$ cat config.mk
export PLATFORM = sky130hd
export DESIGN_NAME = pads_div
export DESIGN_NICKNAME = d
export VERILOG_FILES = /design/src/pads_pkg.sv /design/src/pads_div.sv
export SDC_FILE = /design/constraint.sdc
export NUM_CORES = 1
export LEC_CHECK = 0
export ABC_CLOCK_PERIOD_IN_PS = 4250
export BUFFER_PORTS_ARGS = -buffer_cell sky130_fd_sc_hd__buf_4
export CELL_PAD_IN_SITES_DETAIL_PLACEMENT = 0
export CELL_PAD_IN_SITES_GLOBAL_PLACEMENT = 1
export CORE_MARGIN = 3
export CORE_UTILIZATION = 46
export CTS_BUF_LIST = sky130_fd_sc_hd__clkbuf_4 sky130_fd_sc_hd__clkbuf_8
export CTS_CLUSTER_DIAMETER = 120
export DETAILED_ROUTE_END_ITERATION = 16
export GPL_TIMING_DRIVEN = 0
export HOLD_SLACK_MARGIN = 0.03
export PLACE_DENSITY_LB_ADDON = 0.1
export SYNTH_ARGS = -nofsm -noshare
export SYNTH_HDL_FRONTEND = slang
export SYNTH_SLANG_ARGS = --single-unit
export TNS_END_PERCENT = 5
$ cat constraint.sdc
create_clock -name clk -period 4.25 [get_ports clk]
set_input_delay 0.6375 -clock clk [delete_from_list [all_inputs] [get_ports clk]]
set_output_delay 0.6375 -clock clk [all_outputs]
set_load 0.005 [all_outputs]
$ cat src/pads_pkg.sv
// Package for the PWM angle decoder: widths and constants.
package pads_pkg;

  localparam int unsigned MinPeriod = 900;
  localparam int unsigned TwoPiQ16 = 411775;
  localparam logic [63:0] MicroQ16 = 64'd65536000000;
  localparam int unsigned DivW = 64;

  // configuration register indexes
  localparam logic CfgAngleCutoff = 1'b0;
  localparam logic CfgSpeedCutoff = 1'b1;

endpackage

$ cat src/pads_div.sv
// Bit-serial restoring divider: one quotient bit per cycle.
module pads_div (
  input  logic clk,
  input  logic rst,
  input  logic start,
  input  logic [pads_pkg::DivW-1:0] num,
  input  logic [pads_pkg::DivW-1:0] den,
  output logic done,
  output logic [pads_pkg::DivW-1:0] quo
);
  logic [pads_pkg::DivW-1:0] q;
  logic [pads_pkg::DivW-1:0] d;
  logic [pads_pkg::DivW:0] r;
  logic [6:0] cnt;
  logic busy;
  logic [pads_pkg::DivW:0] trial;

  assign trial = {r[pads_pkg::DivW-1:0], q[pads_pkg::DivW-1]} - {1'b0, d};
  assign quo = q;

  always_ff @(posedge clk) begin
    if (rst) begin
      busy <= 1'b0;
      done <= 1'b0;
      cnt <= '0;
    end else begin
      done <= 1'b0;
      if (start) begin
        busy <= 1'b1;
        cnt <= 7'(pads_pkg::DivW);
      end else if (busy) begin
        cnt <= cnt - 7'd1;
        if (cnt == 7'd1) begin
          busy <= 1'b0;
          done <= 1'b1;
        end
      end
    end
  end

  always_ff @(posedge clk) begin
    if (start) begin
      q <= num;
      d <= den;
      r <= '0;
    end else if (busy) begin
      // shift in next numerator bit, subtract when it fits
      if (!trial[pads_pkg::DivW]) begin
        r <= trial;
        q <= {q[pads_pkg::DivW-2:0], 1'b1};
      end else begin
        r <= {r[pads_pkg::DivW-1:0], q[pads_pkg::DivW-1]};
        q <= {q[pads_pkg::DivW-2:0], 1'b0};
      end
    end
  end
endmodule

# Word level (Yosys, flattened, before mapping)
# Index checks and enable logic that the tools add are counted.
# totals
regBits,201
inputBits,131
output_inout_bits,65
elab_cells,24
# op_classes
n_addsub,2
eq_ne,1
muxes,10
n_bitwise,1
reduce_logical,3
# ops
operator,n
2-to-1 mux 64 bit,3
subtractor 65 x 64 -> 65 bit,1
2-to-1 mux 7 bit,2
"equality test 7 x 1 -> 1 bit, second input constant",1
"subtractor 7 x 1 -> 7 bit, second input constant",1
2-to-1 mux 1 bit,5
OR reduction 3 bit,1
nonzero test 2 bit,1
OR reduction 2 bit,1
inverter 1 bit,1

# Depth between registers and ports, before layout
# Gate-level depths: netlist (run 1).
# depth
ltp_word,4
mapped_depth,17
mapped_depth_nobuf,12

# Worst setup path before layout (run 1)
# OpenSTA, ideal clock, no wires.
# synth_path
path_kind,register to register
from,reg d[19] (netlist name)
to,"reg q, in the netlist quo[0] (data pin)"
setup_time_ns,0.260
t_arrival_ns,2.893
t_required_ns,3.990
slack_ns,1.097
stages_incl_launch_ff,16
path_buffers,5
period_less_slack_ns,3.153
path_cell_list,edfxtp_1 > inv_1 > ha_1 > buf_2 > and4_4 > and3_4 > buf_6 > a221oi_2 > o21ai_1 > a211o_1 > o41a_1 > o21a_1 > buf_6 > buf_6 > buf_2 > mux2_2
# synth_via
elab_chain_len,4
# synth_lines
item,line_no,source
"start, declared",pads_div.sv:12,logic [pads_pkg::DivW-1:0] d;
"start signal, assigned",pads_div.sv:44,d <= den;
subtractor 65 x 64 -> 65 bit,pads_div.sv:18,"assign trial = {r[pads_pkg::DivW-1:0], q[pads_pkg::DivW-1]} - {1'b0, d};"
2-to-1 mux 1 bit,pads_div.sv:48,if (!trial[pads_pkg::DivW]) begin
2-to-1 mux 64 bit,pads_div.sv:46,end else if (busy) begin
2-to-1 mux 64 bit,pads_div.sv:42,if (start) begin
"end signal, assigned",pads_div.sv:43,q <= num;
"end signal, assigned",pads_div.sv:50,"q <= {q[pads_pkg::DivW-2:0], 1'b1};"
"end signal, assigned",pads_div.sv:53,"q <= {q[pads_pkg::DivW-2:0], 1'b0};"
"end, declared",pads_div.sv:11,logic [pads_pkg::DivW-1:0] q;
# Every way passes these cells. The select of a mux whose other input is x is not followed.
# A chain may end at the register's enable or synchronous reset.

# Worst setup path after layout (run 1)
# layout_path
from,reg d[30] (netlist name)
to,reg r[57] (netlist name)
# layout_via
elab_chain_len,2
# layout_lines
item,line_no,source
subtractor 65 x 64 -> 65 bit,pads_div.sv:18,
2-to-1 mux 64 bit,pads_div.sv:48,
"end signal, assigned",pads_div.sv:49,r <= trial;
"end signal, assigned",pads_div.sv:52,"r <= {r[pads_pkg::DivW-1:0], q[pads_pkg::DivW-1]};"
"end, declared",pads_div.sv:13,logic [pads_pkg::DivW:0] r;
# Every way passes these cells.

==> impl_metrics.env, run 1 <==
export IMPL_drc=0
export IMPL_die_height_um=166.0
export IMPL_syn_area_um2=11770
export IMPL_synth_seq_area_share_pct=45.06
export IMPL_cts_tree="built"
export IMPL_grt_max_degree=69
export IMPL_yosysTopAreaCell="edfxtp_1"
export IMPL_portBuffers=195
export IMPL_crit_slowest_cell="nor4_1"
export IMPL_dpl_hpwl_um=23080
export IMPL_synth_top_cell_area_share_pct=32.65
export IMPL_total_power_mw=5.586
export IMPL_setup_viol=0
export IMPL_ys_warn_count=0
export IMPL_dieArea_um2=27550
export IMPL_worst_slack_ns=0.2453
export IMPL_ys_async_sr_fraction_pct=0
export IMPL_htree_levels=2
export IMPL_place_ws_ns=0.4430
export IMPL_path_clk_slew_ns=0.06
export IMPL_synth_edf_count=128
export IMPL_start_util_pct=47.58
export IMPL_diodes=0
export IMPL_slew_limit_headroom_pct=34.92
export IMPL_startpoint_type="flop"
export IMPL_hold_path_depth=2
export IMPL_grt_pass1_vias=9835
export IMPL_fin_crit_sh_pct=94.23
export IMPL_gr_total_overflow=0
export IMPL_core_um2=24750
export IMPL_grt_pass1_wl_um=51180
export IMPL_seqCellArea_um2=5305
export IMPL_clkLatencyLatePin_ns=0.56
export IMPL_drtIter0Drc=518
export IMPL_critPathTopFamily="compound AO/OA/AOI/OAI gates"
export IMPL_crit_required_ns=4.69
export IMPL_end_kind="flop"
export IMPL_syn_area_per_cell_um2=10.14
export IMPL_cellLeakagePower_nw=6.055
export IMPL_cp_max_fo=7
export IMPL_dr_pass1_iters=5
export IMPL_antenna_found_initial=0
export IMPL_area_growth_synth_to_final_pct=23.02
export IMPL_period_needed_ns=4.005
export IMPL_cts_repair_resized=0
export IMPL_wl_um=31450
export IMPL_track_usage_pct=22.45
export IMPL_clockBufferDepth=3
export IMPL_cp_cell_sequence="inv_1 -> ha_1 -> clkbuf_1 -> and3_1 -> nand3_1 -> nor4_1 -> a32oi_1 -> a211oi_1 -> nor2b_1 -> o31a_1 -> and3_1 -> o31a_1"
export IMPL_clock_sinks=201
export IMPL_reg2reg_depth=12
export IMPL_drive_gt1_share_pct=25.02
export IMPL_cts_made_buffers=38
export IMPL_num_vias=9558
export IMPL_wl_per_cell_um=17.96
export IMPL_hold_violations=0
export IMPL_netlist_instances=1161
export IMPL_skew_ns=0.01960
export IMPL_final_max_slew_violation_count=0
export IMPL_ys_ff_latch=201
export IMPL_place_congestion=0.8756
export IMPL_drt_vias_per_instance=5.459
export IMPL_hold_buffers=0
export IMPL_synthTopCellsByCount="edfxtp_1 (128), nor2_1 (97), inv_1 (88), a21oi_1 (85), dfxtp_1 (73)"
export IMPL_max_stage_delay_ns=0.59
export IMPL_root_buffer="clkbuf_8"
export IMPL_rows=57
export IMPL_worstMarginPinSlew_ns=0.9762
export IMPL_io_pins=196
export IMPL_outcome="finished, final reports clean"
export IMPL_synth_distinct_cells=66
export IMPL_synth_fp_nets=1359
export IMPL_utilization_pct=58.53
export IMPL_max_cap_violations=0
export IMPL_synth_main_ff_cell="edfxtp_1"
export IMPL_synth_area_leaders="edfxtp_1 (33%), dfxtp_1 (12%), ha_1 (7.0%)"
export IMPL_crit_buf_inv=2
export IMPL_drtAntennaViolNets=0
export IMPL_timing_fmax_ghz=0.2497
export IMPL_fill_cells=2183
export IMPL_crit_type="reg2reg"
export IMPL_die_w_um=166.0
export IMPL_hold_class="in2reg"
export IMPL_crit_cells=12
export IMPL_rsz0062_at_grt="no"
export IMPL_p_per_area_nw_per_um2=385.7
export IMPL_cp_arrival_ns=4.45
export IMPL_final_nets=1595
export IMPL_cts_setup_buffers=0
export IMPL_synthMostInstantiatedCell="edfxtp_1"
export IMPL_ir_drop_v=0.0003157
export IMPL_multiInputGateArea_um2=5854
power breakdown:
part	total [mW]	internal, mW	switching (mW)
registers	2.36	2.27	0.0923
logic	1.20	0.547	0.650
clock network	2.03	1.16	0.866
total	5.59	3.98	1.61
cells by family (layout without fill, tap and decap cells):
family | Yosys count | after routing | share of synthesized area (%)
xor gates and xnor gates | 63 | 63 | 4.687
adders and majority gates | 67 | 67 | 7.184
AOI/OAI and AO/OA | 299 | 299 | 16.67
and+or+nand+nor | 270 | 270 | 10.81
DFF | 201 | 201 | 45.06
muxes | 114 | 114 | 10.37
buffers and inverters | 147 | 413 | 5.218
path summary, 6_finish.rpt:
| check | slack (ns) | start | to |
|---|---|---|---|
| setup / recovery | 0.25 | d[30] | r[57] |
| hold / removal | 0.25 | rst | cnt[6] |
| setup reg to reg | 0.25 | d[30] | r[57] |
| hold reg to reg | 0.49 | r[61] | r[61] |
cell usage in the layout (no fill, tap or decap), types with 7 or more instances in the layout:
cell,instances
xnor2_1,43
dfxtp_1,73
buf_4,198
nor3_1,9
a211oi_1,52
xor2_1,20
o211ai_1,10
nor2b_1,8
clkbuf_4,17
nand3_1,14
ha_1,66
o21ai_0,44
edfxtp_1,128
nor2_1,97
a21oi_1,85
inv_1,87
nand2b_1,11
o31ai_1,9
a21o_1,27
and3_1,8
mux2_2,64
nand4_1,21
clkbuf_1,45
a31oi_1,7
o21bai_1,14
clkbuf_8,44
nand2_1,71
mux2i_1,50
a22oi_1,8
metrics by stage:
step / TNS [ns] / area (µm²) / hold slack, ns / cells
final: 0 / 14480 / 0.2484 / 1751
after CTS: 0 / 14480 / 0.2153 / 1751
after global routing: 0 / 14480 / 0.2265 / 1751
after global placement: -12.35 / 13640 / 0.4646 / 1680
after detailed placement: 0 / 13660 / 0.4773 / 1681
after floorplan: 0 / 11770 / 0.4447 / 1161
state kept, by name, summed over array words and instances (netlist names):
signal	flops
d	64
cnt	7
done	1
quo	64
busy	1
r	64
worst register-to-register path, cell delays in order, from the launching register on:
cell,delay [ns]
edfxtp_1,0.38
inv_1,0.07
ha_1,0.27
clkbuf_1,0.24
and3_1,0.28
nand3_1,0.20
nor4_1,0.59
a32oi_1,0.40
a211oi_1,0.53
nor2b_1,0.19
o31a_1,0.28
and3_1,0.19
o31a_1,0.26
final cells by class:
cell class / instances / share of cell area [%]
flip-flops and latches: 201 / 36.63
inverters: 88 / 2.281
plain buffers: 59 / 1.961
multi-input cells: 813 / 40.42
clock inverters: 9 / 0.6047
clock buffers: 61 / 5.062
repair buffers: 196 / 10.25
well taps: 324 / 2.799
layer usage:
metal | share of wire [%] | global-route usage (%) | wire [µm]
met1 | 45 | 29.80 | 14250
met2 | 45 | 36.30 | 14210
met3 | 7.2 | 6.189 | 2271
met4 | 2.3 | 6.184 | 725
met5 | 0 | 0 | 0
(Power assumes the default switching activity.)
==> inputs of run 2 (changes only) <==
BUFFER_PORTS_ARGS = -buffer_cell sky130_fd_sc_hd__buf_2   (was -buffer_cell sky130_fd_sc_hd__buf_4)
CORE_MARGIN = 8   (was 3)
==> impl_metrics.env, run 2 (synthesis gave the netlist of run 1 again) <==
export IMPL_outcome="finished, final reports clean"
export IMPL_crit_required_ns=4.69
export IMPL_final_nets=1594
export IMPL_cts_made_buffers=37
export IMPL_drc=0
export IMPL_fill_cells=2342
export IMPL_dr_pass1_iters=4
export IMPL_total_power_mw=5.508
export IMPL_seqCellArea_um2=5305
export IMPL_hold_buffers=0
export IMPL_rows=58
export IMPL_max_stage_delay_ns=0.56
export IMPL_critPathTopFamily="compound AO/OA/AOI/OAI gates"
export IMPL_gr_total_overflow=0
export IMPL_ir_drop_v=0.0002801
export IMPL_hold_class="in2reg"
export IMPL_cp_arrival_ns=4.34
export IMPL_max_cap_violations=0
export IMPL_setup_viol=0
export IMPL_final_cell_mix="buf_2 (199), edfxtp_1 (128), nor2_1 (97), inv_1 (87), a21oi_1 (85)"
export IMPL_track_usage_pct=20.13
export IMPL_drtAntennaViolNets=0
export IMPL_min_to="d[27]"
export IMPL_period_needed_ns=3.901
export IMPL_grt_max_degree=69
export IMPL_startpoint_type="flop"
export IMPL_fin_crit_sh_pct=91.79
export IMPL_core_um2=25180
export IMPL_hold_path_depth=1
export IMPL_clockBufferDepth=3
export IMPL_place_congestion=0.8979
export IMPL_dieArea_um2=30970
export IMPL_final_max_slew_violation_count=0
export IMPL_clkLatencyLatePin_ns=0.55
export IMPL_start_util_pct=46.76
export IMPL_drt_vias_per_instance=5.378
export IMPL_area_growth_synth_to_final_pct=18.97
export IMPL_wl_per_cell_um=17.96
export IMPL_path_clk_slew_ns=0.06
export IMPL_cts_tree="built"
export IMPL_cp_cell_sequence="inv_1 -> ha_1 -> clkbuf_1 -> and3_1 -> nand3_1 -> nor4_2 -> a32oi_1 -> a211oi_1 -> nor2b_1 -> o31a_1 -> and3_1 -> o31a_1"
export IMPL_reg2reg_depth=12
export IMPL_use_met1_pct=25.77
export IMPL_met3_usage_pct=6.729
export IMPL_busiest_layer="met2"
export IMPL_die_height_um=176.0
export IMPL_io_pins=196
export IMPL_layout_commonest_cell="buf_2"
export IMPL_end_kind="flop"
export IMPL_antenna_found_initial=5
export IMPL_place_ws_ns=0.2097
export IMPL_slew_limit_headroom_pct=36.89
export IMPL_worstHoldStart="den[27]"
export IMPL_grt_pass1_wl_um=50870
export IMPL_dpl_hpwl_um=23790
export IMPL_portBuffers=195
export IMPL_cellLeakagePower_nw=5.888
export IMPL_crit_slowest_cell="a211oi_1"
export IMPL_rrSetupSlack_ns=0.35
export IMPL_hold_violations=0
export IMPL_htree_levels=2
export IMPL_crit_type="reg2reg"
export IMPL_num_vias=9450
export IMPL_cp_max_fo=7
export IMPL_drtIter0Drc=460
export IMPL_startpoint="d[29]"
export IMPL_r2r_end="r[57]"
export IMPL_drive_gt1_share_pct=25.05
export IMPL_root_buffer="clkbuf_8"
export IMPL_timing_fmax_ghz=0.2563
export IMPL_worstMarginPinSlew_ns=0.9466
export IMPL_wl_um=31550
export IMPL_p_per_area_nw_per_um2=393.2
export IMPL_reg2reg_from="d[29]"
export IMPL_skew_ns=0.02373
export IMPL_grt_pass1_vias=9655
export IMPL_crit_buf_inv=2
export IMPL_clock_sinks=201
export IMPL_rsz0062_at_grt="no"
export IMPL_die_w_um=176.0
export IMPL_multiInputGateArea_um2=5861
export IMPL_worst_slack_ns=0.3491
export IMPL_met2_usage_pct=31.66
export IMPL_hold_ws_ns=0.2598
## run 2: cell count changes in the layout (fill, tap and decap cells not counted), sizes merged
cell	change
bufinv	+1
clkbuf	-6
clkinv	+3
clkinvlp	-1
diode	+2
inv	+1
## run 2: repair_timing
action	CTS	global route
endpoints found under the setup margin	0	2
setup buffers	0	0
endpoints found under the hold margin	0	0
gates resized for setup	0	1
## run 2: how the worst max path moves through the flow
stage | endpoint | slack (ns) | cells after the start
2_1_floorplan | quo[0] | 1.10 | 15
6_report | r[57] | 0.35 | 12
4_1_cts | r[57] | 0.19 | 12
3_5_place_dp | r[57] | 0.21 | 12
5_1_grt | r[63] | 0.15 | 12
3_3_place_gp | quo[11] | -0.80 | 4
## run 2: layer usage
metal	share of wire (%)	vias to the layer above	wire length (µm)
li1	-	4740	-
met1	46	4403	14420
met2	44	240	13930
met3	7.5	61	2367
met4	2.5	6	795
met5	0.11	-	34
## run 2: area by class of cell
class	instances	share of cell area (%)
diodes	2	0.03573
repair buffers	196	7.128
plain buffers	59	2.028
multi-input cells	813	41.84
inverters	88	2.358
clock inverters	13	0.9647
flip-flops and latches	201	37.87
well taps	330	2.948
clock buffers	55	4.824
## run 2: through the flow
step / instances / util, % / instance area [µm²] / TNS (ns)
after floorplan: 1161 / - / 11770 / 0
after global placement: 1686 / 52.27 / 13160 / -51.92
after detailed placement: 1687 / 52.36 / 13190 / 0
after CTS: 1755 / 55.58 / 14000 / 0
after global routing: 1757 / 55.62 / 14010 / 0
final: 1757 / 55.62 / 14010 / 0
## run 2: worst reg2reg max path, delay by kind of cell (launching register included)
kind	cells	cell delay (ns)
simple gates	5	1.34
fa+ha+maj	1	0.27
compound gates	4	1.49
buf+inv	2	0.33
flops	1	0.38
## run 2: power breakdown
part | switching (mW) | leakage (nW) | internal, mW
logic | 0.647 | 3.58 | 0.482
clock network | 0.870 | 0.436 | 1.16
registers | 0.0876 | 1.87 | 2.26
total | 1.60 | 5.89 | 3.90
